[config.mk]
export PLATFORM = sky130hd
export DESIGN_NAME = ebml_element_header_parser
export DESIGN_NICKNAME = d
export VERILOG_FILES = /design/src/rtl/ebp_pkg.sv /design/src/rtl/ebml_element_header_parser.sv /design/src/rtl/ebp_cfg_regs.sv /design/src/rtl/ebp_stack.sv /design/src/rtl/ebp_parse_fsm.sv
export SDC_FILE = /design/constraint.sdc
export NUM_CORES = 2
export LEC_CHECK = 0
export BUFFER_PORTS_ARGS = -buffer_cell sky130_fd_sc_hd__buf_2
export CORE_AREA = 2 2 295 297
export DETAILED_ROUTE_END_ITERATION = 8
export DIE_AREA = 0 0 297 299
export PLACE_DENSITY = 0.76
export SYNTH_ARGS = -nofsm -noshare
export SYNTH_HDL_FRONTEND = slang
export SYNTH_SLANG_ARGS = --single-unit
[constraint.sdc]
create_clock -name i_clk -period 30.8 [get_ports i_clk]
set_input_delay 3.08 -clock i_clk [delete_from_list [all_inputs] [get_ports i_clk]]
set_output_delay 3.08 -clock i_clk [all_outputs]
set_load 0.01 [all_outputs]
[src/rtl/ebp_pkg.sv]
`default_nettype none
// ----------------------------------------------------------------------------
// ebp_pkg
// shared types, constants and helpers for the ebml element header parser
// ----------------------------------------------------------------------------
package ebp_pkg;

    // container stack depth
    localparam int MAX_DEPTH   = 4;
    localparam int STACK_CNT_W = $clog2(MAX_DEPTH + 1);

    // configuration register indexes
    localparam logic [1:0] CFG_START_OFFSET = 2'd0;
    localparam logic [1:0] CFG_TOP_END      = 2'd1;
    localparam logic [1:0] CFG_CONT_ID_A    = 2'd2;
    localparam logic [1:0] CFG_CONT_ID_B    = 2'd3;

    // configuration reset values
    localparam logic [31:0] RST_START_OFFSET = 32'd5;
    localparam logic [31:0] RST_TOP_END      = 32'hffff_ffff;
    localparam logic [27:0] RST_CONT_ID_A    = 28'h853_8067;
    localparam logic [27:0] RST_CONT_ID_B    = 28'hf43_b675;

    // parser phases
    localparam logic [2:0] PH_PRE      = 3'd0;
    localparam logic [2:0] PH_HDR      = 3'd1;
    localparam logic [2:0] PH_ID_MORE  = 3'd2;
    localparam logic [2:0] PH_SZ_FIRST = 3'd3;
    localparam logic [2:0] PH_SZ_MORE  = 3'd4;
    localparam logic [2:0] PH_SKIP     = 3'd5;
    localparam logic [2:0] PH_DONE     = 3'd6;

    typedef struct packed {
        logic [31:0] start_offset;
        logic [31:0] top_end;
        logic [27:0] cont_id_a;
        logic [27:0] cont_id_b;
    } t_cfg;

    typedef struct packed {
        logic        hdr_pop;
        logic        push;
        logic [63:0] push_end;
    } t_stack_cmd;

    typedef struct packed {
        logic       empty_after_pop;
        logic       full;
        logic [2:0] depth;
    } t_stack_stat;

    typedef struct packed {
        logic [63:0] element_id;
        logic [63:0] element_size;
        logic [63:0] element_start;
        logic [63:0] payload_start;
        logic [2:0]  nesting_depth;
        logic        is_container;
        logic        depth_overflow;
    } t_result;

    // zero bits above the length marker, 8 for a zero byte
    function automatic logic [3:0] lead_zeros(input logic [7:0] b);
        logic [3:0] n;
        n = 4'd8;
        for (int i = 0; i < 8; i++) begin
            if (b[i]) begin
                n = 4'(7 - i);
            end
        end
        return n;
    endfunction

    // value bits of the first vint byte below the marker
    function automatic logic [7:0] first_bits(input logic [7:0] b, input logic [3:0] n);
        return b & (8'h7f >> n);
    endfunction

endpackage
`default_nettype wire

[src/rtl/ebml_element_header_parser.sv]
`default_nettype none
// ----------------------------------------------------------------------------
// ebml_element_header_parser
// byte-stream walker for ebml / matroska files producing one header item
// per element
// ----------------------------------------------------------------------------
// The block takes the file one byte per item, counting stream offsets from
// zero, and gives one result item per element once its size vint is
// complete: stripped id, size, offset of the first id byte, offset of the
// first payload byte, nesting depth and the container / overflow flags.
// Bytes below start_offset are dropped; the two configured container ids are
// descended into, every other payload is skipped by a down counter. Parsing
// ends for good once a top-level header position reaches top_end.
// Throughput is one byte per clock while the result slot is free or being
// emptied. An accepted byte is held in the input register, decoded in a
// single pass against the parser state and the container stack, and any
// result is captured in the output register. The pace is set by that single
// decode pass, whose longest path is the 64 bit end-offset add feeding the
// stack and the parallel end compares on the four stack entries. There is
// no clearing pass after reset.
// Configuration is written through its own channel, always ready, and is
// only to be changed while the parser is idle.
// ----------------------------------------------------------------------------
module ebml_element_header_parser import ebp_pkg::*; (
    input  wire logic        i_clk,
    input  wire logic        i_rst_n,
    // byte input channel
    input  wire logic        i_in_valid,
    output logic             o_in_ready,
    input  wire logic [7:0]  i_data_byte,
    // header result channel
    output logic             o_out_valid,
    input  wire logic        i_out_ready,
    output logic [63:0]      o_element_id,
    output logic [63:0]      o_element_size,
    output logic [63:0]      o_element_start,
    output logic [63:0]      o_payload_start,
    output logic [2:0]       o_nesting_depth,
    output logic             o_is_container,
    output logic             o_depth_overflow,
    // configuration write channel
    input  wire logic        i_cfg_valid,
    output logic             o_cfg_ready,
    input  wire logic [1:0]  i_cfg_index,
    input  wire logic [31:0] i_cfg_data
);

    t_cfg        cfg;
    t_stack_cmd  stack_cmd;
    t_stack_stat stack_stat;
    t_result     result;
    logic [63:0] pos;
    logic        emit;

    logic        r_in_valid;
    logic [7:0]  r_in_byte;
    logic        advance;
    logic        r_out_valid;
    t_result     r_out;

    // a byte is decoded once the result slot is free or being emptied
    assign advance    = r_in_valid && (!r_out_valid || i_out_ready);
    assign o_in_ready = !r_in_valid || advance;

    assign o_cfg_ready = 1'b1;

    // input register
    always_ff @(posedge i_clk) begin
        if (!i_rst_n) begin
            r_in_valid <= 1'b0;
        end else if (o_in_ready) begin
            r_in_valid <= i_in_valid;
        end
    end

    always_ff @(posedge i_clk) begin
        if (o_in_ready && i_in_valid) begin
            r_in_byte <= i_data_byte;
        end
    end

    ebp_cfg_regs u_cfg (
        .i_clk       (i_clk),
        .i_rst_n     (i_rst_n),
        .i_cfg_valid (i_cfg_valid && o_cfg_ready),
        .i_cfg_index (i_cfg_index),
        .i_cfg_data  (i_cfg_data),
        .o_cfg       (cfg)
    );

    ebp_parse_fsm u_fsm (
        .i_clk       (i_clk),
        .i_rst_n     (i_rst_n),
        .i_step      (advance),
        .i_byte      (r_in_byte),
        .i_cfg       (cfg),
        .i_stack     (stack_stat),
        .o_pos       (pos),
        .o_stack_cmd (stack_cmd),
        .o_emit      (emit),
        .o_result    (result)
    );

    ebp_stack u_stack (
        .i_clk   (i_clk),
        .i_rst_n (i_rst_n),
        .i_pos   (pos),
        .i_cmd   (stack_cmd),
        .o_stat  (stack_stat)
    );

    // result register, holds until taken
    always_ff @(posedge i_clk) begin
        if (!i_rst_n) begin
            r_out_valid <= 1'b0;
        end else if (advance && emit) begin
            r_out_valid <= 1'b1;
        end else if (i_out_ready) begin
            r_out_valid <= 1'b0;
        end
    end

    always_ff @(posedge i_clk) begin
        if (advance && emit) begin
            r_out <= result;
        end
    end

    assign o_out_valid      = r_out_valid;
    assign o_element_id     = r_out.element_id;
    assign o_element_size   = r_out.element_size;
    assign o_element_start  = r_out.element_start;
    assign o_payload_start  = r_out.payload_start;
    assign o_nesting_depth  = r_out.nesting_depth;
    assign o_is_container   = r_out.is_container;
    assign o_depth_overflow = r_out.depth_overflow;

endmodule
`default_nettype wire

[src/rtl/ebp_cfg_regs.sv]
`default_nettype none
// ----------------------------------------------------------------------------
// ebp_cfg_regs
// configuration register bank, written through its own valid/ready channel
// ----------------------------------------------------------------------------
module ebp_cfg_regs import ebp_pkg::*; (
    input  wire logic        i_clk,
    input  wire logic        i_rst_n,
    input  wire logic        i_cfg_valid,
    input  wire logic [1:0]  i_cfg_index,
    input  wire logic [31:0] i_cfg_data,
    output t_cfg             o_cfg
);

    t_cfg r_cfg;

    always_ff @(posedge i_clk) begin
        if (!i_rst_n) begin
            r_cfg.start_offset <= RST_START_OFFSET;
            r_cfg.top_end      <= RST_TOP_END;
            r_cfg.cont_id_a    <= RST_CONT_ID_A;
            r_cfg.cont_id_b    <= RST_CONT_ID_B;
        end else if (i_cfg_valid) begin
            case (i_cfg_index)
                CFG_START_OFFSET: r_cfg.start_offset <= i_cfg_data;
                CFG_TOP_END:      r_cfg.top_end      <= i_cfg_data;
                CFG_CONT_ID_A:    r_cfg.cont_id_a    <= i_cfg_data[27:0];
                CFG_CONT_ID_B:    r_cfg.cont_id_b    <= i_cfg_data[27:0];
                default:          r_cfg              <= r_cfg;
            endcase
        end
    end

    assign o_cfg = r_cfg;

endmodule
`default_nettype wire

[src/rtl/ebp_stack.sv]
`default_nettype none
// ----------------------------------------------------------------------------
// ebp_stack
// container end-offset stack with parallel pop compare at each header start
// ----------------------------------------------------------------------------
module ebp_stack import ebp_pkg::*; (
    input  wire logic        i_clk,
    input  wire logic        i_rst_n,
    input  wire logic [63:0] i_pos,
    input  wire t_stack_cmd  i_cmd,
    output t_stack_stat      o_stat
);

    logic [STACK_CNT_W-1:0] r_count;
    logic [STACK_CNT_W-1:0] n_count;
    logic [STACK_CNT_W-1:0] popped;
    logic [63:0]            r_ends [MAX_DEPTH];
    logic [MAX_DEPTH-1:0]   reached;

    // one compare per entry, entries above the count are never looked at
    always_comb begin
        for (int i = 0; i < MAX_DEPTH; i++) begin
            reached[i] = (i_pos >= r_ends[i]);
        end
    end

    // walk down from the top while the end has been reached
    always_comb begin
        popped = r_count;
        for (int i = MAX_DEPTH - 1; i >= 0; i--) begin
            if (popped == STACK_CNT_W'(i + 1) && reached[i]) begin
                popped = STACK_CNT_W'(i);
            end
        end
    end

    always_comb begin
        n_count = r_count;
        if (i_cmd.hdr_pop) begin
            n_count = popped;
        end else if (i_cmd.push) begin
            n_count = r_count + 1'b1;
        end
    end

    always_ff @(posedge i_clk) begin
        if (!i_rst_n) begin
            r_count <= '0;
        end else begin
            r_count <= n_count;
        end
    end

    always_ff @(posedge i_clk) begin
        for (int i = 0; i < MAX_DEPTH; i++) begin
            if (i_cmd.push && r_count == STACK_CNT_W'(i)) begin
                r_ends[i] <= i_cmd.push_end;
            end
        end
    end

    assign o_stat.empty_after_pop = (popped == '0);
    assign o_stat.full            = (r_count >= STACK_CNT_W'(MAX_DEPTH));
    assign o_stat.depth           = 3'(r_count);

endmodule
`default_nettype wire

[src/rtl/ebp_parse_fsm.sv]
`default_nettype none
// ----------------------------------------------------------------------------
// ebp_parse_fsm
// per-byte header decode: vint id and size, skip counter, result forming
// ----------------------------------------------------------------------------
module ebp_parse_fsm import ebp_pkg::*; (
    input  wire logic        i_clk,
    input  wire logic        i_rst_n,
    input  wire logic        i_step,
    input  wire logic [7:0]  i_byte,
    input  wire t_cfg        i_cfg,
    input  wire t_stack_stat i_stack,
    output logic [63:0]      o_pos,
    output t_stack_cmd       o_stack_cmd,
    output logic             o_emit,
    output t_result          o_result
);

    logic [2:0]  r_phase, n_phase, ph;
    logic [63:0] r_pos, r_pay;
    logic [3:0]  r_left, n_left;
    logic [63:0] r_accum, n_accum;
    logic [63:0] r_held_id, n_held_id;
    logic [63:0] r_hdr_start, n_hdr_start;
    logic [63:0] r_skip, n_skip;
    logic [3:0]  lz;
    logic [63:0] fb;
    logic [63:0] acc_shift;
    logic        match, over, cont;
    logic        emit;
    logic        hdr_pop, push;

    assign lz        = lead_zeros(i_byte);
    assign fb        = 64'(first_bits(i_byte, lz));
    assign acc_shift = {r_accum[55:0], i_byte};

    assign match = (r_held_id == 64'(i_cfg.cont_id_a)) ||
                   (r_held_id == 64'(i_cfg.cont_id_b));
    assign over  = match && i_stack.full;
    assign cont  = match && !over;

    always_comb begin
        n_phase     = r_phase;
        n_left      = r_left;
        n_accum     = r_accum;
        n_held_id   = r_held_id;
        n_hdr_start = r_hdr_start;
        n_skip      = r_skip;
        emit        = 1'b0;
        hdr_pop     = 1'b0;
        push        = 1'b0;

        ph = r_phase;
        if (r_phase == PH_PRE && r_pos >= 64'(i_cfg.start_offset)) begin
            ph = PH_HDR;
        end

        case (ph)
            PH_PRE: begin
                n_phase = PH_PRE;
            end
            PH_HDR: begin
                hdr_pop = 1'b1;
                if (i_stack.empty_after_pop && r_pos >= 64'(i_cfg.top_end)) begin
                    n_phase = PH_DONE;
                end else begin
                    n_hdr_start = r_pos;
                    n_accum     = fb;
                    n_left      = lz;
                    if (lz == 4'd0) begin
                        n_held_id = fb;
                        n_phase   = PH_SZ_FIRST;
                    end else begin
                        n_phase = PH_ID_MORE;
                    end
                end
            end
            PH_ID_MORE: begin
                n_accum = acc_shift;
                n_left  = r_left - 4'd1;
                if (r_left == 4'd1) begin
                    n_held_id = acc_shift;
                    n_phase   = PH_SZ_FIRST;
                end
            end
            PH_SZ_FIRST, PH_SZ_MORE: begin
                if (ph == PH_SZ_FIRST) begin
                    n_accum = fb;
                    n_left  = lz;
                end else begin
                    n_accum = acc_shift;
                    n_left  = r_left - 4'd1;
                end
                if (n_left != 4'd0) begin
                    n_phase = PH_SZ_MORE;
                end else begin
                    emit = 1'b1;
                    if (cont) begin
                        push    = 1'b1;
                        n_phase = PH_HDR;
                    end else if (n_accum == 64'd0) begin
                        n_phase = PH_HDR;
                    end else begin
                        n_skip  = n_accum;
                        n_phase = PH_SKIP;
                    end
                end
            end
            PH_SKIP: begin
                n_skip = r_skip - 64'd1;
                if (r_skip == 64'd1) begin
                    n_phase = PH_HDR;
                end
            end
            default: begin
                n_phase = PH_DONE;
            end
        endcase
    end

    always_ff @(posedge i_clk) begin
        if (!i_rst_n) begin
            r_phase     <= PH_PRE;
            r_pos       <= 64'd0;
            r_pay       <= 64'd1;
            r_left      <= 4'd0;
            r_accum     <= 64'd0;
            r_held_id   <= 64'd0;
            r_hdr_start <= 64'd0;
            r_skip      <= 64'd0;
        end else if (i_step) begin
            r_phase     <= n_phase;
            r_pos       <= r_pos + 64'd1;
            r_pay       <= r_pay + 64'd1;
            r_left      <= n_left;
            r_accum     <= n_accum;
            r_held_id   <= n_held_id;
            r_hdr_start <= n_hdr_start;
            r_skip      <= n_skip;
        end
    end

    assign o_pos                = r_pos;
    assign o_stack_cmd.hdr_pop  = i_step && hdr_pop;
    assign o_stack_cmd.push     = i_step && push;
    assign o_stack_cmd.push_end = r_pay + n_accum;

    assign o_emit                  = emit;
    assign o_result.element_id     = r_held_id;
    assign o_result.element_size   = n_accum;
    assign o_result.element_start  = r_hdr_start;
    assign o_result.payload_start  = r_pay;
    assign o_result.nesting_depth  = i_stack.depth;
    assign o_result.is_container   = cont;
    assign o_result.depth_overflow = over;

endmodule
`default_nettype wire

==> summary.txt <==
Clocking
  • Clk sinks: 1041
  • CTS tree: built
  • Max Root-Sink Buffers: 3
  • Total setup buffers inserted after CTS: 0
  • Clk Latency, worst-skew pair: 0.69 ns
  • CTS root buf: clkbuf_16
  • Cts repair resizes: 0
  • H-tree levels: 3
  • CTS Hold Bufs: 0
  • CTS buffer count: 103
  • Clock slew at reported path FFs: 0.06 ns

Global routing
  • GRT Overall Usage: 31.3%
  • M3 GR Usage: 5.48%
  • Initial antenna violation count: 6
  • M2 GR Usage: 47.8%
  • Met1 Usage GRT: 44.5%
  • First-pass GRT wire length: 217000 µm
  • GRT Max-Usage Layer: met2
  • Pin count of the biggest net entering global routing: 109
  • Vias in the first global route: 37039
  • Total grt overflow: 0

Floorplan
  • Die height: 299 µm
  • Num rows: 108
  • I/O pins: 311
  • Initial Util: 59.3%
  • Core footprint: 85900 µm²
  • Die width: 297 µm
  • Die area: 88800 µm²

Layout
  • Ant diodes: 0
  • Layout cells sized above 1: 11.1%
  • P&R area growth vs syn: 12.0%
  • Finished Layout Cells: 6435
  • Number of nets in the layout: 5631

Setup path
  • CP max stage cell: o311ai_0
  • R2R depth: 27
  • Data arrival, critical path: 9.43 ns
  • Crit start category: flip-flop
  • CP required: 31.27 ns
  • Crit-path leading delay family: compound AO/OA/AOI/OAI gates
  • Critical Path End Type: flip-flop
  • Max incr delay on CP: 0.77 ns
  • WP buf/inv: 1
  • Setup CP Type: flip-flop to flip-flop
  • Crit path depth: 27
  • Max Fanout on Critical Path: 64

Drt
  • Number of routed nets with antenna violations: 0
  • Drt wl/cell: 22.1 µm
  • Vias: 39036
  • Final wirelength: 142000 µm
  • Initial DRC count: 4153
  • Vias per cell: 6.07
  • Detailed Routing Iterations Pass 1: 8
  • DRC viols: 0

Power
  • Peak supply drop: 0.0497 mV
  • PwrDens: 50.3 nW/µm²
  • Static Leakage: 0.0252 µW

Timing
  • Maximum clock rate: 0.112 GHz
  • Setup TNS: 0 ns
  • Tcrit/Tclk final: 29.1%
  • RSZ-0062 raised after global routing: no
  • Final hold vios: 0
  • Setup Viol. Count Final: 0
  • Clk_skew: 0.0274 ns
  • Fin. max-slew vios: 0
  • Final worst slack: 21.84 ns
  • Min Tclk post-route: 8.96 ns
  • Slew at the pin closest to its max-slew limit: 1.18 ns
  • Slew HR: 20.8%

Worst hold path
  • WHS Path Cells: 0
  • HP Class: flip-flop to flip-flop

Placement
  • Placer Congestion: 0.950
  • Placed Cells: 6239
  • Post-DP HPWL: 102000 µm
  • Pre-CTS WS: 22.08 ns
  • PortBufs: 309

Logic synthesis
  • Yosys Warn Count: 0
  • Syn nets: 5373
  • Sequential area share after synthesis: 51.2%
  • Synth top area cells: edfxtp_1, dfxtp_1, ha_1, nand2_1, xnor2_1
  • Ys flop type: edfxtp_1
  • Top cell type's share of synthesized area: 30.9%
  • Distinct cell type count after synthesis: 78
  • Post-synth ARST share: 0%
  • Post-synth EDFFs: 525
  • Post-synth top area cell: edfxtp_1
  • Synthesized area: 51000 µm²
  • Post-Synthesis Cells: 4931
  • Avg Cell Area, Syn: 10.3 µm²
  • Yosys reg bits: 1041

Outcome
  • Status: complete, no violations

Flow run
  • Max-cap viol count: 0
metrics by stage:
step           hold slack, ns  power (µW)  utilization, %  area (µm²)
2_1_floorplan           0.408        1570               -       51000
3_3_place_gp            0.415        1610            62.4       53600
3_5_place_dp            0.418        1610            62.4       53600
4_1_cts                 0.429        2890            66.5       57100
5_1_grt                 0.436        2950            66.5       57100
6_report                0.427        2880            66.5       57100
worst paths after layout:
check	end	slack, ns	from
min	o_element_start[63]	0.43	u_fsm.r_hdr_start[63]
max reg2reg	u_stack.r_ends[3][63]	21.84	u_fsm.o_pos[12]
max	u_stack.r_ends[3][63]	21.84	u_fsm.o_pos[12]
min reg2reg	o_element_start[63]	0.43	u_fsm.r_hdr_start[63]
placed cells by master, fill, tap and decap left out, types with 83 or more instances in the layout:
cell type / netlist / layout
dfxtp_1: 516 / 516
nor2_1: 189 / 185
a21oi_1: 249 / 248
nand4_1: 83 / 83
nand3_1: 190 / 190
nand2_1: 514 / 513
edfxtp_1: 525 / 525
clkbuf_16: 0 / 109
o21ai_0: 216 / 215
buf_2: 15 / 308
xnor2_1: 160 / 160
nor2b_1: 93 / 92
inv_1: 371 / 371
ha_1: 394 / 394
a22o_1: 108 / 108
a21boi_0: 129 / 129
and2_1: 142 / 141
a21o_1: 100 / 100
state kept, by name (all words and copies together), names as in the netlist, 3 cells and up:
name	cells
o_nesting_depth	3
u_fsm.r_held_id	64
u_stack.r_ends	256
u_fsm.o_pos	64
u_cfg.o_cfg	120
u_stack.r_count	3
o_element_id	64
u_fsm.r_pay	64
u_fsm.r_accum	64
u_fsm.r_left	4
r_in_byte	8
o_payload_start	64
u_fsm.r_skip	64
u_fsm.r_phase	3
o_element_start	64
u_fsm.r_hdr_start	64
o_element_size	64
cell usage after synthesis (11+ instances only):
| library cell | number |
|---|---|
| buf_2 | 15 |
| clkbuf_1 | 166 |
| o221a_2 | 14 |
| nand4_1 | 83 |
| o211a_1 | 13 |
| o211ai_1 | 56 |
| nand2b_1 | 28 |
| o21a_1 | 25 |
| a21boi_1 | 16 |
| nor4_1 | 63 |
| dfxtp_1 | 516 |
| nand2_1 | 514 |
| mux2i_1 | 68 |
| nor3_1 | 65 |
| and3_1 | 36 |
| a21oi_1 | 249 |
| o31ai_1 | 14 |
| and2_1 | 142 |
| or2_2 | 14 |
| ha_1 | 394 |
| nor2b_1 | 93 |
| edfxtp_1 | 525 |
| nand3_1 | 190 |
| xnor2_1 | 160 |
| buf_4 | 14 |
| a32oi_1 | 12 |
| nor2_1 | 189 |
| o21bai_1 | 12 |
| a211oi_1 | 16 |
| a221oi_1 | 11 |
| a22o_1 | 108 |
| inv_1 | 371 |
| xor2_1 | 75 |
| a31oi_1 | 25 |
| or3_1 | 36 |
| and4_1 | 20 |
| a21o_1 | 100 |
| o21ai_0 | 216 |
| a21boi_0 | 129 |
power by group:
part / leakage, µW / switching, µW / total, µW / internal, µW
clock network: 0.00170 / 555 / 1290 / 739
registers: 0.00914 / 10.9 / 1470 / 1460
logic: 0.0144 / 77.6 / 114 / 36.5
total: 0.0252 / 644 / 2880 / 2230
cell type report:
type	instances	area, µm²
clock inverters	60	596
flip-flops and latches	1041	26100
repair buffers	357	1920
inverters	371	1390
well taps	1155	1450
clock buffers	136	2910
multi-input cells	3315	22800
fillers	6680	28800
cells by family (layout without fill, tap and decap cells):
kind of cell / count (synthesis) / in the layout / share of synthesized area, %
simple gates: 1501 / 1501 / 14.5
compound gates: 1114 / 1114 / 14.8
flops: 1041 / 1041 / 51.2
buf+inv: 575 / 924 / 4.39
fa+ha+maj: 396 / 396 / 9.73
xor+xnor: 235 / 235 / 4.04
mux: 68 / 68 / 1.33
other cells: 1 / 1 / 0.00735
routing by layer:
layer	wire length (µm)	part of all wire, %
met2	62400	44
met1	60800	43
met4	5780	4.1
met3	13100	9.2
met5	13	0.0092
(Power assumes the default switching activity.)
